`config.mk`:
```
export PLATFORM = sky130hd
export DESIGN_NAME = cga_pixel_colour_generator_flat
export DESIGN_NICKNAME = d
export VERILOG_FILES = /design/src/rtl/core/cga_pkg.sv /design/src/rtl/core/cga_if.sv /design/src/rtl/core/cga_cfg_regs.sv /design/src/rtl/core/cga_pix_decode.sv /design/src/rtl/core/cga_pixel_colour_generator.sv /design/src/flat_wrapper.sv
export SDC_FILE = /design/constraint.sdc
export NUM_CORES = 1
export LEC_CHECK = 0
export BUFFER_PORTS_ARGS = -buffer_cell sky130_fd_sc_hd__clkbuf_2
export CORE_ASPECT_RATIO = 0.8
export CORE_UTILIZATION = 39
export DETAILED_ROUTE_END_ITERATION = 16
export GPL_ROUTABILITY_DRIVEN = 0
export HOLD_SLACK_MARGIN = 0.02
export PLACE_DENSITY = 0.66
export SLEW_MARGIN = 20
export SYNTH_ARGS = -nofsm -noshare
export SYNTH_HDL_FRONTEND = slang
export SYNTH_SLANG_ARGS = --single-unit
```
`constraint.sdc`:
```
create_clock -name clk -period 9.6 [get_ports clk]
set_input_delay 1.44 -clock clk [delete_from_list [all_inputs] [get_ports clk]]
set_output_delay 1.44 -clock clk [all_outputs]
set_load 0.005 [all_outputs]
```
`src/rtl/core/cga_pkg.sv`:
```
// cga_pkg: shared types, register codes and palette tables for the CGA pixel
// colour generator. No dependencies.

package cga_pkg;

    // Register indexes, taken from paddr[2] (registers sit at byte 0 and 4)
    localparam int  CfgAddrWidth     = 3;
    localparam int  CfgIdxBit        = 2;
    localparam logic REG_MODE_CONTROL = 1'b0;
    localparam logic REG_COLOR_SELECT = 1'b1;

    // mode_control bits
    localparam int MODE_GRAPHICS = 1;
    localparam int MODE_MONO     = 2;
    localparam int MODE_ENABLE   = 3;
    localparam int MODE_HIRES    = 4;
    localparam int MODE_BLINK    = 5;

    // color_select bits
    localparam int SEL_INTENSE = 4;
    localparam int SEL_PALETTE = 5;

    typedef struct packed {
        logic [5:0] mode_control;
        logic [5:0] color_select;
    } cfg_t;

    typedef struct packed {
        logic [7:0] first_byte;
        logic [7:0] second_byte;
        logic       blink_phase;
        logic [3:0] count;
    } cell_t;

    typedef struct packed {
        logic [23:0] rgb;
        logic [3:0]  index;
        logic        last;
    } pix_t;

    function automatic logic [23:0] colour_rgb(input logic [3:0] idx);
        logic [23:0] rgb;
        case (idx)
            4'd0:    rgb = 24'h000000;
            4'd1:    rgb = 24'h0000AA;
            4'd2:    rgb = 24'h00AA00;
            4'd3:    rgb = 24'h00AAAA;
            4'd4:    rgb = 24'hAA0000;
            4'd5:    rgb = 24'hAA00AA;
            4'd6:    rgb = 24'hAA5500;
            4'd7:    rgb = 24'hAAAAAA;
            4'd8:    rgb = 24'h555555;
            4'd9:    rgb = 24'h5555FF;
            4'd10:   rgb = 24'h55FF55;
            4'd11:   rgb = 24'h55FFFF;
            4'd12:   rgb = 24'hFF5555;
            4'd13:   rgb = 24'hFF55FF;
            4'd14:   rgb = 24'hFFFF55;
            default: rgb = 24'hFFFFFF;
        endcase
        return rgb;
    endfunction

    function automatic logic [23:0] grey_rgb(input logic [3:0] idx);
        logic [23:0] rgb;
        case (idx)
            4'd0:    rgb = 24'h000000;
            4'd1:    rgb = 24'h0C0C0C;
            4'd2:    rgb = 24'h7A7A7A;
            4'd3:    rgb = 24'h868686;
            4'd4:    rgb = 24'h242424;
            4'd5:    rgb = 24'h303030;
            4'd6:    rgb = 24'h616161;
            4'd7:    rgb = 24'hAAAAAA;
            4'd8:    rgb = 24'h555555;
            4'd9:    rgb = 24'h616161;
            4'd10:   rgb = 24'hCFCFCF;
            4'd11:   rgb = 24'hDBDBDB;
            4'd12:   rgb = 24'h797979;
            4'd13:   rgb = 24'h858585;
            4'd14:   rgb = 24'hF3F3F3;
            default: rgb = 24'hFFFFFF;
        endcase
        return rgb;
    endfunction

endpackage

```
`src/rtl/core/cga_if.sv`:
```
// cga_if: valid/ready channel interfaces for character cells in and pixels out.
// No dependencies.

interface cga_cell_if;
    logic       valid;
    logic       ready;
    logic [7:0] first_byte;
    logic [7:0] second_byte;
    logic       visible;
    logic       blink_phase;

    modport source (output valid, first_byte, second_byte, visible, blink_phase,
                    input ready);
    modport sink   (input valid, first_byte, second_byte, visible, blink_phase,
                    output ready);
endinterface

interface cga_pix_if;
    logic        valid;
    logic        ready;
    logic [23:0] pixel_rgb;
    logic [3:0]  pixel_index;
    logic        last_pixel;

    modport source (output valid, pixel_rgb, pixel_index, last_pixel, input ready);
    modport sink   (input valid, pixel_rgb, pixel_index, last_pixel, output ready);
endinterface

```
`src/rtl/core/cga_cfg_regs.sv`:
```
// cga_cfg_regs: APB-style register file for mode_control and color_select.
// Depends on cga_pkg.

module cga_cfg_regs
    import cga_pkg::*;
(
    input  logic                    clk,
    input  logic                    rst_n,
    input  logic                    psel,
    input  logic                    penable,
    input  logic                    pwrite,
    input  logic [CfgAddrWidth-1:0] paddr,
    input  logic [31:0]             pwdata,
    output logic [31:0]             prdata,
    output logic                    pready,
    output cfg_t                    cfg
);

    logic [5:0] mode_control_reg;
    logic [5:0] color_select_reg;
    logic [5:0] mode_control_next;
    logic [5:0] color_select_next;
    logic       wr_en;
    logic       reg_idx;

    assign pready  = 1'b1;
    assign wr_en   = psel && penable && pwrite && pready;
    assign reg_idx = paddr[CfgIdxBit];

    always_comb
    begin
        mode_control_next = mode_control_reg;
        color_select_next = color_select_reg;
        if (wr_en)
        begin
            case (reg_idx)
                REG_MODE_CONTROL: mode_control_next = pwdata[5:0];
                REG_COLOR_SELECT: color_select_next = pwdata[5:0];
                default:          ;
            endcase
        end
    end

    always_ff @(posedge clk or negedge rst_n)
    begin
        if (!rst_n)
        begin
            mode_control_reg <= '0;
            color_select_reg <= '0;
        end
        else
        begin
            mode_control_reg <= mode_control_next;
            color_select_reg <= color_select_next;
        end
    end

    always_comb
    begin
        case (reg_idx)
            REG_MODE_CONTROL: prdata = {26'd0, mode_control_reg};
            REG_COLOR_SELECT: prdata = {26'd0, color_select_reg};
            default:          prdata = '0;
        endcase
    end

    assign cfg.mode_control = mode_control_reg;
    assign cfg.color_select = color_select_reg;

endmodule

```
`src/rtl/core/cga_pix_decode.sv`:
```
// cga_pix_decode: picks the palette index and RGB of one pixel of a cell.
// Depends on cga_pkg.

module cga_pix_decode
    import cga_pkg::*;
(
    input  cfg_t  cfg,
    input  cell_t cell_q,
    output pix_t  pix
);

    logic [15:0] bits;
    logic [3:0]  cnt;
    logic [1:0]  pair;
    logic        hi_bit;
    logic        font_bit;
    logic [3:0]  colour;
    logic [3:0]  fg;
    logic [3:0]  bg;
    logic        blinking;
    logic        hires;
    logic [3:0]  idx;

    assign bits     = {cell_q.first_byte, cell_q.second_byte};
    assign cnt      = cell_q.count;
    assign hires    = cfg.mode_control[MODE_HIRES];
    assign colour   = cfg.color_select[3:0];
    // pixel c of 16: bit 15-c; pixel c of 8: pair at 15-2c; font bit 7-c
    assign hi_bit   = bits[~cnt];
    assign pair     = bits[{~cnt[2:0], 1'b1} -: 2];
    assign font_bit = cell_q.first_byte[~cnt[2:0]];

    assign fg       = cell_q.second_byte[3:0];
    assign blinking = cfg.mode_control[MODE_BLINK] && cell_q.second_byte[7];
    assign bg       = cfg.mode_control[MODE_BLINK] ? {1'b0, cell_q.second_byte[6:4]}
                                                   : cell_q.second_byte[7:4];

    always_comb
    begin
        if (hires)
            idx = hi_bit ? colour : 4'd0;
        else if (cfg.mode_control[MODE_GRAPHICS])
            idx = (pair != 2'd0) ? {cfg.color_select[SEL_INTENSE], pair,
                                    cfg.color_select[SEL_PALETTE]}
                                 : colour;
        else
            idx = ((!blinking || cell_q.blink_phase) && font_bit) ? fg : bg;
    end

    assign pix.index = idx;
    assign pix.rgb   = cfg.mode_control[MODE_MONO] ? grey_rgb(idx) : colour_rgb(idx);
    assign pix.last  = hires ? (cnt == 4'd15) : (cnt[2:0] == 3'd7);

endmodule

```
`src/rtl/core/cga_pixel_colour_generator.sv`:
```
// cga_pixel_colour_generator: top level; cell register, pixel counter and
// output register around cga_pix_decode. Depends on cga_pkg, cga_if,
// cga_cfg_regs and cga_pix_decode.
//
//  channel  | dir | handshake    | payload
//  ---------+-----+--------------+-------------------------------------------
//  video    | in  | valid/ready  | first_byte, second_byte, visible, blink_phase
//  pixels   | out | valid/ready  | pixel_rgb, pixel_index, last_pixel
//  apb      | in  | psel/penable | paddr, pwdata, prdata (pready tied high)
//
// A shown cell gives one pixel per cycle unless pixels stalls: 8 pixels in
// text and 320 mode, 16 in 640 mode, set by the single pixel counter. A cell that
// gives no pixels is dropped on acceptance. The next cell is taken in the cycle its
// predecessor's last pixel moves to the output register, so pixels stream
// without gaps. A stall on pixels holds the output register and the counter.
// Reset clears the registers, the cell and output valid flags.

module cga_pixel_colour_generator
    import cga_pkg::*;
(
    input  logic                    clk,
    input  logic                    rst_n,
    input  logic                    psel,
    input  logic                    penable,
    input  logic                    pwrite,
    input  logic [CfgAddrWidth-1:0] paddr,
    input  logic [31:0]             pwdata,
    output logic [31:0]             prdata,
    output logic                    pready,
    cga_cell_if.sink                video,
    cga_pix_if.source               pixels
);

    cfg_t  cfg;
    cell_t cell_reg;
    cell_t cell_next;
    logic  cell_valid_reg;
    logic  cell_valid_next;
    pix_t  pix;
    pix_t  pix_reg;
    pix_t  pix_next;
    logic  out_valid_reg;
    logic  out_valid_next;
    logic  out_free;
    logic  emit;
    logic  cell_done;
    logic  accept;
    logic  shown;

    cga_cfg_regs u_regs (
        .clk     (clk),
        .rst_n   (rst_n),
        .psel    (psel),
        .penable (penable),
        .pwrite  (pwrite),
        .paddr   (paddr),
        .pwdata  (pwdata),
        .prdata  (prdata),
        .pready  (pready),
        .cfg     (cfg)
    );

    cga_pix_decode u_decode (
        .cfg    (cfg),
        .cell_q (cell_reg),
        .pix    (pix)
    );

    assign out_free    = !out_valid_reg || pixels.ready;
    assign emit        = cell_valid_reg && out_free;
    assign cell_done   = emit && pix.last;
    assign video.ready = !cell_valid_reg || cell_done;
    assign accept      = video.valid && video.ready;
    assign shown       = video.visible && cfg.mode_control[MODE_ENABLE];

    always_comb
    begin
        cell_next       = cell_reg;
        cell_valid_next = cell_valid_reg;
        if (accept)
        begin
            cell_next.first_byte  = video.first_byte;
            cell_next.second_byte = video.second_byte;
            cell_next.blink_phase = video.blink_phase;
            cell_next.count       = 4'd0;
            cell_valid_next       = shown;
        end
        else if (emit)
        begin
            cell_next.count = cell_reg.count + 4'd1;
            if (cell_done)
                cell_valid_next = 1'b0;
        end
    end

    always_comb
    begin
        pix_next       = pix_reg;
        out_valid_next = out_valid_reg;
        if (emit)
        begin
            pix_next       = pix;
            out_valid_next = 1'b1;
        end
        else if (pixels.ready)
            out_valid_next = 1'b0;
    end

    always_ff @(posedge clk or negedge rst_n)
    begin
        if (!rst_n)
        begin
            cell_valid_reg <= 1'b0;
            out_valid_reg  <= 1'b0;
        end
        else
        begin
            cell_valid_reg <= cell_valid_next;
            out_valid_reg  <= out_valid_next;
        end
    end

    always_ff @(posedge clk)
    begin
        cell_reg <= cell_next;
        pix_reg  <= pix_next;
    end

    assign pixels.valid       = out_valid_reg;
    assign pixels.pixel_rgb   = pix_reg.rgb;
    assign pixels.pixel_index = pix_reg.index;
    assign pixels.last_pixel  = pix_reg.last;

    // 8-pixel cells never count past 7
    a_count_range: assert property (@(posedge clk) disable iff (!rst_n)
        cell_valid_reg && !cfg.mode_control[MODE_HIRES] |-> !cell_reg.count[3])
        else $error("pixel counter ran past an 8-pixel cell");

    // a new cell is taken only when the current one is finishing
    a_no_overrun: assert property (@(posedge clk) disable iff (!rst_n)
        video.ready && cell_valid_reg |-> cell_done)
        else $error("cell taken while pixels remain");

    // after the last pixel the counter restarts or the cell empties
    a_restart: assert property (@(posedge clk) disable iff (!rst_n)
        cell_done |=> !cell_valid_reg || cell_reg.count == 4'd0)
        else $error("counter did not restart after last pixel");

    // a pixel is only moved when it has somewhere to go
    a_out_slot: assert property (@(posedge clk) disable iff (!rst_n)
        emit |=> out_valid_reg)
        else $error("emitted pixel lost from output register");

endmodule
```
`src/flat_wrapper.sv`:
```
// flat-port wrapper written by rule: the top's interface ports become plain ports
module cga_pixel_colour_generator_flat import cga_pkg::*;
  (clk, rst_n, psel, penable, pwrite, paddr, pwdata, prdata, pready, video_valid, video_first_byte, video_second_byte, video_visible, video_blink_phase, video_ready, pixels_valid, pixels_pixel_rgb, pixels_pixel_index, pixels_last_pixel, pixels_ready);
  cga_cell_if video_i ();
  cga_pix_if pixels_i ();
  input  logic clk;
  input  logic rst_n;
  input  logic psel;
  input  logic penable;
  input  logic pwrite;
  input  logic [CfgAddrWidth-1:0] paddr;
  input  logic [31:0] pwdata;
  output logic [31:0] prdata;
  output logic pready;
  input wire logic [$bits(video_i.valid)-1:0] video_valid;
  input wire logic [$bits(video_i.first_byte)-1:0] video_first_byte;
  input wire logic [$bits(video_i.second_byte)-1:0] video_second_byte;
  input wire logic [$bits(video_i.visible)-1:0] video_visible;
  input wire logic [$bits(video_i.blink_phase)-1:0] video_blink_phase;
  output wire logic [$bits(video_i.ready)-1:0] video_ready;
  output wire logic [$bits(pixels_i.valid)-1:0] pixels_valid;
  output wire logic [$bits(pixels_i.pixel_rgb)-1:0] pixels_pixel_rgb;
  output wire logic [$bits(pixels_i.pixel_index)-1:0] pixels_pixel_index;
  output wire logic [$bits(pixels_i.last_pixel)-1:0] pixels_last_pixel;
  input wire logic [$bits(pixels_i.ready)-1:0] pixels_ready;
  assign video_i.valid = video_valid;
  assign video_i.first_byte = video_first_byte;
  assign video_i.second_byte = video_second_byte;
  assign video_i.visible = video_visible;
  assign video_i.blink_phase = video_blink_phase;
  assign video_ready = video_i.ready;
  assign pixels_valid = pixels_i.valid;
  assign pixels_pixel_rgb = pixels_i.pixel_rgb;
  assign pixels_pixel_index = pixels_i.pixel_index;
  assign pixels_last_pixel = pixels_i.last_pixel;
  assign pixels_i.ready = pixels_ready;
  cga_pixel_colour_generator u_core (.clk(clk), .rst_n(rst_n), .psel(psel), .penable(penable), .pwrite(pwrite), .paddr(paddr), .pwdata(pwdata), .prdata(prdata), .pready(pready), .video(video_i), .pixels(pixels_i));
endmodule
```
==> results.txt, run 1 <==
Clock transition at path regs: 70 ps
Register area share after synthesis: 50.9%
Synth warnings: 0
Post-route clock period utilization: 40.2%
WS Path Type: reg -> reg
Number of flip-flops in the largest register: 21
Avg Inst Size Synth: 12.6 um^2
Pin count of the biggest net entering global routing: 30
Worst Skew: 9.39 ps
DRT iter0 DRCs: 100
Placed insts: 423
FMAX: 259 MHz
Clock Power Share: 16.1%
Synth unique cells: 61
TritonCTS Buffers: 9
Setup TNS: 0 ps
Fin util: 46.7%
Vias per std cell: 5.09
Vias in the first global route: 2091
WL/cell: 14.6 um
Cts repair resizes: 0
Worst EP arrival: 3920 ps
IO Pins: 124
Critical path startpoint category: flop
CP Max Fanout: 10
Seq cells post-synth: 60
P_int: 0.000748 W
Total wire length: 6400 um
Post-synth top flop: edfxtp_1
Die area: 0.00890 mm^2
Worst vdd ir: 0.000115 V
Worst slew margin: 40.5%
Port bufs: 68
Post-DP Area: 0.00360 mm^2
Number of hold buffers added after cts: 0
Starting Density: 41.1%
Post-layout min period: 3860 ps
Max-slew violations: 0
Outcome: complete, no violations
Leakage power: 1.56 nW
Detail Route Antenna Nets: 0
Sw power: 0.000482 W
CTS sink count: 60
Area Growth Syn to Fin: 13.5%
Commonest non-fill, non-tap cell in the layout: clkbuf_2
H-tree Lvls: 3
Overall Global Routing Usage: 15.6%
Max-cap viol count: 0
Die H: 84.6 um
Total setup buffers inserted after CTS: 0
Largest cells by area after synthesis: edfxtp_1, dfrtp_1, buf_4
Critical Path RT: 9660 ps
Core footprint: 0.00809 mm^2
DRC Markers: 0
Initial antenna violation count: 0
# diodes: 0
CTS tree: yes
Share of cells above drive strength 1: 36.3%
Area share of the largest cell type after synthesis: 37.9%
Global-route wire length before repair: 10600 um
Flop pwr share: 39.1%
Row Count: 29
Finished Cell Area: 0.00377 mm^2
Drt first pass iters: 7
Mapped Cells: 264
Worst-Skew Late Latency: 350 ps
Final setup violation count: 0
Die width: 105 um
Commonest non-fill, non-tap cells in the layout: clkbuf_2, edfxtp_1, conb_1
EDFF count, synth: 42
Clk buf depth: 2
Gate power share: 44.8%
DR vias: 2234
Sw Ratio: 39.2%
RSZ-0062 raised after global routing: no
GRT overflow: 0
Root buf cell: clkbuf_8
Power Dens Cells: 326 mW/mm^2
Post-synth ARST share: 23.3%
Final nets: 396
Worst-Margin Slew: 893 ps
Hold Fails Final Rpt: 0
Finished Layout Cells: 439
Synth area leader: edfxtp_1
HPWL Detailed: 4700 um
Synthesized cell area: 0.00333 mm^2
Worst hold path type: reg -> reg
Setup crit end kind: flop
-- final timing paths --
path | start | endpoint | slack (ps) | depth (start not counted)
worst max-delay path | u_core.cell_reg[0] | u_core.pixels.pixel_rgb[11] | 5740 | 9
worst min-delay path | u_core.cell_valid_reg | u_core.pixels.valid | 480 | 1
worst max register to register | u_core.cell_reg[0] | u_core.pixels.pixel_rgb[11] | 5740 | 9
worst min register to register | u_core.cell_valid_reg | u_core.pixels.valid | 480 | 1
max in group asynchronous | rst_n | u_core.pixels.valid | 8300 | 1
min in group asynchronous | rst_n | u_core.u_regs.mode_control_reg[4] | 1000 | 1
-- Yosys cell counts, drive strengths merged (4+ instances only) --
cell type,n
edfxtp,42
buf,36
mux2,21
dfrtp,14
o21ai,14
nor2,13
ha,10
nand2,10
inv,9
a21oi,7
clkbuf,7
mux2i,7
mux4,7
a211oi,4
dfxtp,4
nand2b,4
nor3,4
-- power groups by stage --
stage	Combinational (W)	Clock (W)	Sequential [W]
after floorplan	0.000445	0	0.000453
after global placement	0.000537	0	0.000483
after detailed placement	0.000547	0	0.000487
after CTS	0.000551	0.000204	0.000483
after global routing	0.000616	0.000213	0.000495
final	0.000551	0.000198	0.000480
-- cells by family after synthesis --
group	after synthesis	synth area share (%)
AOI/OAI and AO/OA	51	11.3
xor gates and xnor gates	3	0.790
adders and majority gates	10	3.76
buffers and inverters	53	10.3
DFF	60	50.9
muxes	35	14.6
other	2	0.226
and+or+nand+nor	50	8.16
-- routing by layer --
layer,vias up,GRT usage (%),part of all wire (%)
met4,0,7.68,2.6
met1,1062,22.2,50
met2,92,21.7,42
met5,-,0,0
li1,1064,-,-
met3,16,4.11,5.5
-- worst max-delay path, stage by stage, from the launching register on --
cell,delay [ps]
dfxtp_1,620
mux4_2,600
mux2i_4,240
nor2_1,100
mux2_2,310
a221oi_4,510
inv_1,270
ha_1,280
mux2i_1,430
o221ai_1,210
-- through the flow --
stage | setup WS (ps) | total power (W) | hold slack [ps]
6_report | 5740 | 0.00123 | 484
5_1_grt | 5460 | 0.00132 | 515
4_1_cts | 5750 | 0.00124 | 484
3_5_place_dp | 5780 | 0.00103 | 469
3_3_place_gp | 5790 | 0.00102 | 456
2_1_floorplan | 6100 | 0.000898 | 448
-- cell type report --
cell class	count	area (um^2)
clock buffers	9	124
repair buffers	69	348
inverters	10	37.5
multi-input cells	176	1390
flip-flops and latches	60	1690
fillers	752	4320
clock inverters	7	53.8
well taps	108	135
Power figures use the tool's default switching activity.
==> run 2: changes to the inputs <==
==> constraint.sdc (replaced) <==
create_clock -name clk -period 3.75 [get_ports clk]
set_input_delay 0.5625 -clock clk [delete_from_list [all_inputs] [get_ports clk]]
set_output_delay 0.5625 -clock clk [all_outputs]
set_load 0.005 [all_outputs]
==> run 2 against run 1 <==
First-iteration DRC count up 43%. Register-to-register slack got worse by 5400 ps. Via count down 1.3%. Combinational power rose to 2.7 times the previous value. Largest cell class unchanged. Wire length rose by 1.5%. Critical path type unchanged. Largest power group unchanged.
==> results.txt, run 2 (synthesized netlist as in run 1, its figures left out) <==
Row Count: 29 (unchanged)
P_int: 0.00195 W (was 0.000748 W)
Register area: 0.00169 mm^2 (about the same)
Starting Density: 41.1% (unchanged)
Die width: 105 um (unchanged)
Worst slew margin: 40.8% (was 40.5%)
Post-layout min period: 3420 ps (was 3860 ps)
Leakage power: 1.58 nW (was 1.56 nW)
Worst-Margin Slew: 888 ps (was 893 ps)
Root buf cell: clkbuf_8 (unchanged)
Number of flip-flops in the largest register: 21 (unchanged)
Critical path startpoint category: flop (unchanged)
Die area: 0.00890 mm^2 (unchanged)
Global-route wire length before repair: 10800 um (was 10600 um)
Outcome: complete, no violations (unchanged)
R2R Path Start: u_core.cell_reg[2] (was u_core.cell_reg[0])
Post-route clock period utilization: 91.1% (was 40.2%)
FMAX: 293 MHz (was 259 MHz)
Pin count of the biggest net entering global routing: 26 (was 30)
Crit-path cells: mux4_2, o22ai_1, o32ai_1, a32o_1, inv_1, ha_1, o21ai_0, o21ai_0, a221oi_1 (was mux4_2, mux2i_4, nor2_1, mux2_2, a221oi_4, inv_1, ha_1, mux2i_1, o221ai_1)
Max-cap viol count: 0 (unchanged)
Fillers: 732 (was 752)
Reg2Reg Depth: 9 (unchanged)
HPWL Detailed: 4770 um (was 4700 um)
TritonCTS Buffers: 9 (unchanged)
Initial antenna violation count: 0 (unchanged)
CTS sink count: 60 (unchanged)
Vias per std cell: 4.98 (was 5.09)
Clock transition at path regs: 70 ps (about the same)
WL/cell: 14.7 um (was 14.6 um)
Fin util: 46.8% (was 46.7%)
Gate power share: 46.7% (was 44.8%)
IO Pins: 124 (unchanged)
Clk buf depth: 2 (unchanged)
Finished Layout Cells: 443 (was 439)
Sw Ratio: 38.6% (was 39.2%)
Setup TNS: 0 ps (unchanged)
Sw power: 0.00122 W (was 0.000482 W)
Die H: 84.6 um (unchanged)
CTS tree: yes (unchanged)
Worst EP arrival: 3550 ps (was 3920 ps)
Final nets: 400 (was 396)
Hold Fails Final Rpt: 0 (unchanged)
R2R Path End: u_core.pixels.pixel_rgb[12] (was u_core.pixels.pixel_rgb[11])
Buffer and inverter count on the worst path: 1 (unchanged)
Share of cells above drive strength 1: 36.7% (was 36.3%)
Commonest non-fill, non-tap cell in the layout: clkbuf_2 (unchanged)
Critical Path RT: 3890 ps (was 9660 ps)
Commonest non-fill, non-tap cells in the layout: clkbuf_2, edfxtp_1, conb_1 (unchanged)
CP Max Fanout: 13 (was 10)
Critical Path Max Stage Delay: 650 ps (was 620 ps)
Drt first pass iters: 4 (was 7)
Slowest CP cell: dfxtp_1 (unchanged)
Worst vdd ir: 0.000254 V (was 0.000115 V)
Core footprint: 0.00809 mm^2 (unchanged)
DRT iter0 DRCs: 143 (was 100)
Port bufs: 68 (unchanged)
Setup crit end kind: flop (unchanged)
Detail Route Antenna Nets: 0 (unchanged)
Reg-to-reg setup timing slack: 330 ps (was 5740 ps)
DRC Markers: 0 (unchanged)
Max-slew violations: 0 (unchanged)
Area of the multi-input gates: 0.00139 mm^2 (unchanged)
Flop pwr share: 38.3% (was 39.1%)
Clock Power Share: 15.1% (was 16.1%)
Vias in the first global route: 2169 (was 2091)
GRT overflow: 0 (unchanged)
Worst Skew: 6.32 ps (was 9.39 ps)
H-tree Lvls: 3 (unchanged)
# diodes: 0 (unchanged)
Final setup violation count: 0 (unchanged)
Area Growth Syn to Fin: 13.9% (was 13.5%)
Overall Global Routing Usage: 15.8% (was 15.6%)
WS Path Type: reg -> reg (unchanged)
Placed insts: 427 (was 423)
Total wire length: 6500 um (was 6400 um)
Most frequent CP cell: o21ai_0
DR vias: 2204 (was 2234)
Power Dens Cells: 837 mW/mm^2 (was 326 mW/mm^2)
Worst hold path type: in -> async (was reg -> reg)
Cell family with most CP delay: compound AO/OA/AOI/OAI gates (was multiplexers)
Worst-Skew Late Latency: 350 ps (about the same)
RSZ-0062 raised after global routing: no (unchanged)
-- run 2: cell types whose count changed in the layout (fill, tap and decap cells not counted) --
cell        change
clkinvlp_4      -2
clkinv_1        +1
clkinv_2        +3
dfxtp_1         -1
clkinv_4        -3
buf_4           +4
clkbuf_1        +1
dfxtp_2         +1
-- run 2: worst max-delay path by stage --
stage	start	endpoint	slack (ps)	depth (start not counted)
finish	u_core.cell_reg[2]	u_core.pixels.pixel_rgb[12]	330	9
global route	u_core.cell_reg[2]	u_core.pixels.pixel_rgb[12]	80	9
CTS	u_core.cell_reg[1]	u_core.pixels.pixel_rgb[12]	250	10
detailed placement	u_core.cell_reg[1]	u_core.pixels.pixel_rgb[11]	340	10
global placement	u_core.cell_reg[1]	u_core.pixels.pixel_rgb[11]	410	10
floorplan	u_core.cell_reg[0]	u_core.pixels.pixel_rgb[11]	630	10
-- run 2: repair_timing --
item                                   4_1_cts  5_1_grt
setup endpoints to repair                    0        2
buffers inserted                             0        0
gates resized for setup                      0        1
endpoints found under the hold margin        0        0
hold buffers                                 0        0
-- run 2: metrics by stage --
| step | hold WS [ps] | power, W | setup slack, ps | cell area (um^2) |
|---|---|---|---|---|
| finish | 129 | 0.00317 | 332 | 3790 |
| global route | 141 | 0.00341 | 84.0 | 3790 |
| CTS | 136 | 0.00319 | 255 | 3790 |
| detailed placement | 462 | 0.00270 | 339 | 3630 |
| global placement | 458 | 0.00265 | 409 | 3630 |
| floorplan | 267 | 0.00230 | 626 | 3420 |
-- run 2: power groups by stage --
stage               Sequential [W]  Combinational [W]  Clock (W)
finish                     0.00121            0.00148   0.000477
global route               0.00125            0.00164   0.000521
CTS                        0.00122            0.00148   0.000491
detailed placement         0.00123            0.00147          0
global placement           0.00122            0.00144          0
floorplan                  0.00116            0.00114          0
-- run 2: layout make-up --
| cell class | instances | share of cell area, % |
|---|---|---|
| multi-input cells | 176 | 36.6 |
| inverters | 10 | 0.991 |
| clock buffers | 10 | 3.37 |
| flip-flops and latches | 60 | 44.7 |
| clock inverters | 6 | 0.826 |
| well taps | 108 | 3.57 |
| repair buffers | 73 | 9.98 |
-- run 2: metal layers --
layer  global-route usage [%]  vias up  share of wire [%]
li1                         -     1063                  -
met1                     22.6     1057                 50
met2                     21.9       76                 43
met3                     4.43        8                4.6
met4                     7.68        0                1.5
met5                        0        -                  0
==> run 3: changes to the inputs <==
--- a/config.mk
+++ b/config.mk
@@ -10,9 +10,10 @@
 export CORE_UTILIZATION = 39
 export DETAILED_ROUTE_END_ITERATION = 16
 export GPL_ROUTABILITY_DRIVEN = 0
+export GPL_TIMING_DRIVEN = 0
 export HOLD_SLACK_MARGIN = 0.02
-export PLACE_DENSITY = 0.66
 export SLEW_MARGIN = 20
 export SYNTH_ARGS = -nofsm -noshare
 export SYNTH_HDL_FRONTEND = slang
+export SYNTH_HIERARCHICAL = 1
 export SYNTH_SLANG_ARGS = --single-unit
==> run 3 against run 2 <==
Wire length increased by 10%. Maximum frequency is 3.1% higher. Synthesized cell count is 11% higher. Final cell count rose by 16%. Clock skew up 0.72 ps. Final area grew 19%. Register-to-register slack improved by 100 ps. Critical endpoint is now u_core/pixels.pixel_rgb[20].
==> results.txt, run 3 <==
Largest cells by area after synthesis: edfxtp_1, dfrtp_1, buf_4 (unchanged)
Number of flip-flops in the largest register: 24 (was 21)
Root buf cell: clkbuf_16 (was clkbuf_8)
Pin count of the biggest net entering global routing: 30 (was 26)
Total wire length: 7160 um (was 6500 um)
Vias per std cell: 4.79 (was 4.98)
Row Count: 30 (was 29)
IO Pins: 124 (unchanged)
WS Path Type: reg -> reg (unchanged)
Port bufs: 67 (was 68)
Flop pwr share: 32.1% (was 38.3%)
Cell family with most CP delay: compound AO/OA/AOI/OAI gates (unchanged)
Gate power share: 45.9% (was 46.7%)
Main combinational cell family by area after synthesis: simple AND/OR/NAND/NOR gates (was multiplexers)
Most frequent cell after synthesis: edfxtp_1 (unchanged)
Clock Power Share: 22.0% (was 15.1%)
Setup crit end kind: flop (unchanged)
Worst Skew: 7.03 ps (was 6.32 ps)
Critical path startpoint category: flop (unchanged)
Worst-Margin Slew: 643 ps (was 888 ps)
Commonest non-fill, non-tap cell in the layout: clkbuf_2 (unchanged)
Area Growth Syn to Fin: 25.7% (was 13.9%)
Setup TNS: 0 ps (unchanged)
Leakage power: 1.99 nW (was 1.58 nW)
DR vias: 2460 (was 2204)
Die width: 109 um (was 105 um)
CTS sink count: 64 (was 60)
R2R Path Start: u_core/cell_reg[2] (was u_core.cell_reg[2])
Synth warnings: 6 (was 0)
H-tree Lvls: 3 (unchanged)
Post-Synth XOR/XNOR Area: 0.489% (was 0.790%)
GRT overflow: 0 (unchanged)
Worst slew margin: 57.1% (was 40.8%)
TritonCTS Buffers: 9 (unchanged)
Worst EP arrival: 3510 ps (was 3550 ps)
WL/cell: 13.9 um (was 14.7 um)
Max-cap viol count: 0 (unchanged)
Seq cells post-synth: 64 (was 60)
Worst vdd ir: 0.000336 V (was 0.000254 V)
Core footprint: 0.00871 mm^2 (was 0.00809 mm^2)
DRT iter0 DRCs: 134 (was 143)
Buffer and inverter count on the worst path: 2 (was 1)
Reg2Reg Depth: 10 (was 9)
RSZ-0062 raised after global routing: no (unchanged)
Critical Path Max Stage Delay: 600 ps (was 650 ps)
Outcome: complete, no violations (unchanged)
Minimum hold slack: 153 ps (was 129 ps)
Overall Global Routing Usage: 16.0% (was 15.8%)
EDFF count, synth: 46 (was 42)
# diodes: 0 (unchanged)
Mapped Cells: 292 (was 264)
Slowest CP cell: mux4_1 (was dfxtp_1)
Vias in the first global route: 2329 (was 2169)
Worst-Skew Late Latency: 320 ps (was 350 ps)
Die H: 87.7 um (was 84.6 um)
DRC Markers: 0 (unchanged)
Post-route clock period utilization: 88.4% (was 91.1%)
FMAX: 302 MHz (was 293 MHz)
Detail Route Antenna Nets: 0 (unchanged)
Most frequent cells after synthesis: edfxtp_1, buf_4, nand2_1 (was edfxtp_1, buf_4, mux2_2)
Clk buf depth: 2 (unchanged)
CP Max Fanout: 11 (was 13)
Final nets: 464 (was 400)
Clock transition at path regs: 50 ps (was 70 ps)
Final setup violation count: 0 (unchanged)
R2R Path End: u_core/pixels.pixel_rgb[20] (was u_core.pixels.pixel_rgb[12])
Crit-path cells: mux4_1, mux2i_1, o22ai_2, a221oi_4, inv_1, ha_1, and2_1, a311oi_1, o21bai_1, buf_4 (was mux4_2, o22ai_1, o32ai_1, a32o_1, inv_1, ha_1, o21ai_0, o21ai_0, a221oi_1)
Critical Path RT: 3950 ps (was 3890 ps)
Commonest non-fill, non-tap cells in the layout: clkbuf_2, edfxtp_1, buf_4 (was clkbuf_2, edfxtp_1, conb_1)
HPWL Detailed: 5460 um (was 4770 um)
Worst hold path type: in -> async (unchanged)
Post-layout min period: 3310 ps (was 3420 ps)
Register area share after synthesis: 50.6% (was 50.9%)
Synth area leader: edfxtp_1 (unchanged)
CTS tree: yes (unchanged)
Area share of the largest cell type after synthesis: 38.6% (was 37.9%)
Power Dens Cells: 890 mW/mm^2 (was 837 mW/mm^2)
Starting Density: 41.1% (about the same)
Synthesized cell area: 0.00358 mm^2 (was 0.00333 mm^2)
P_int: 0.00260 W (was 0.00195 W)
Compound-gate portion of the synthesized area: 11.8% (was 11.3%)
Share of cells above drive strength 1: 41.3% (was 36.7%)
Simple-gate share of the synthesized area: 13.1% (was 8.16%)
Max-slew violations: 0 (unchanged)
Drt first pass iters: 4 (unchanged)
Avg Inst Size Synth: 12.3 um^2 (was 12.6 um^2)
Initial antenna violation count: 0 (unchanged)
Sw power: 0.00141 W (was 0.00122 W)
Die area: 0.00957 mm^2 (was 0.00890 mm^2)
Synth unique cells: 71 (was 61)
Adder-cell area share of the yosys netlist: 2.45% (was 3.76%)
Hold Fails Final Rpt: 0 (unchanged)
Post-synth ARST share: 21.9% (was 23.3%)
Sw Ratio: 35.2% (was 38.6%)
Global-route wire length before repair: 11600 um (was 10800 um)
Reg-to-reg setup timing slack: 440 ps (was 330 ps)
Post-synthesis mux area share: 11.7% (was 14.6%)
Post-synth top flop: edfxtp_1 (unchanged)
Overall Power: 0.00400 W (was 0.00317 W)
-- run 3: changes by cell type after synthesis, sizes merged, moves of 4 or more --
| cell | previous run | this run |
|---|---|---|
| a21oi | 7 | 12 |
| clkbuf | 7 | 2 |
| edfxtp | 42 | 46 |
| mux2i | 7 | 12 |
| mux4 | 7 | 2 |
| nand2 | 10 | 25 |
| nand2b | 4 | 13 |
| nand3 | 3 | 8 |
| nor2 | 13 | 6 |
| nor2b | 0 | 5 |
| o21ai | 14 | 10 |
-- run 3: worst reg2reg max path, delay by kind of cell (launching register included) --
kind	cells	cell delay, ps
DFF	1	550
buffers and inverters	2	280
muxes	2	850
AOI/OAI and AO/OA	4	1100
and+or+nand+nor	1	180
adders and majority gates	1	230
-- run 3: per-layer routing --
layer / part of all wire, % / vias to the layer above / wire length (um) / global-route usage, %
met5: 0 / - / 0 / 0
met4: 1.1 / 0 / 80 / 6.63
met3: 7.1 / 6 / 508 / 4.54
met2: 43 / 89 / 3100 / 23.4
met1: 48 / 1135 / 3470 / 22.4
li1: - / 1230 / - / -
-- run 3: cell families (layout without fill, tap and decap cells) --
logic type	count (synthesis)	after routing
AND/OR/NAND/NOR	79	79
flip-flops	64	64
AO/OA/AOI/OAI	53	53
buffers and inverters	49	134
multiplexers	36	36
adder cells (fa/ha/maj)	7	7
other	2	27
XOR/XNOR	2	2
-- run 3: repair_timing --
| action | 4_1_cts | 5_1_grt |
|---|---|---|
| pin swaps | 0 | 1 |
| buffers inserted | 0 | 2 |
| resized for setup | 1 | 0 |
| setup endpoints to repair | 1 | 1 |
| hold buffers | 0 | 0 |
-- run 3: cell type report --
class	instances	area (um^2)
Buffer	40	310
Fill cell	800	4210
Sequential cell	64	1810
Inverter	9	33.8
Multi-Input combinational cell	204	1530
Clock buffer	9	225
Tap cell	112	140
Clock inverter	7	96.3
Timing Repair Buffer	69	350
-- run 3: metrics by stage --
step	instance area (um^2)	cells	util (%)	setup WS, ps
after floorplan	3670	317	-	588
after global placement	4150	496	47.6	39.4
after detailed placement	4150	496	47.7	41.8
after CTS	4480	512	51.5	198
after global routing	4500	514	51.7	193
final	4500	514	51.7	436
-- run 3: worst max-delay path by stage --
stage                                  start                     endpoint  slack, ps  depth (start not counted)
final                     u_core/cell_reg[2]  u_core/pixels.pixel_rgb[20]        440                         10
after global routing      u_core/cell_reg[2]  u_core/pixels.pixel_rgb[20]        190                         12
after CTS                 u_core/cell_reg[2]  u_core/pixels.pixel_rgb[20]        200                         12
after detailed placement  u_core/cell_reg[2]  u_core/pixels.pixel_rgb[20]         40                         12
after global placement    u_core/cell_reg[2]  u_core/pixels.pixel_rgb[20]         40                         10
after floorplan           u_core/cell_reg[1]  u_core/pixels.pixel_rgb[20]        590                         14
-- run 3: power by group through the flow --
stage,sequential (W),combinational [W],clock (W)
after detailed placement,0.00130,0.00181,0
after CTS,0.00129,0.00182,0.000902
after floorplan,0.00129,0.00130,0
after global placement,0.00129,0.00178,0
final,0.00129,0.00184,0.000879
after global routing,0.00132,0.00205,0.000932
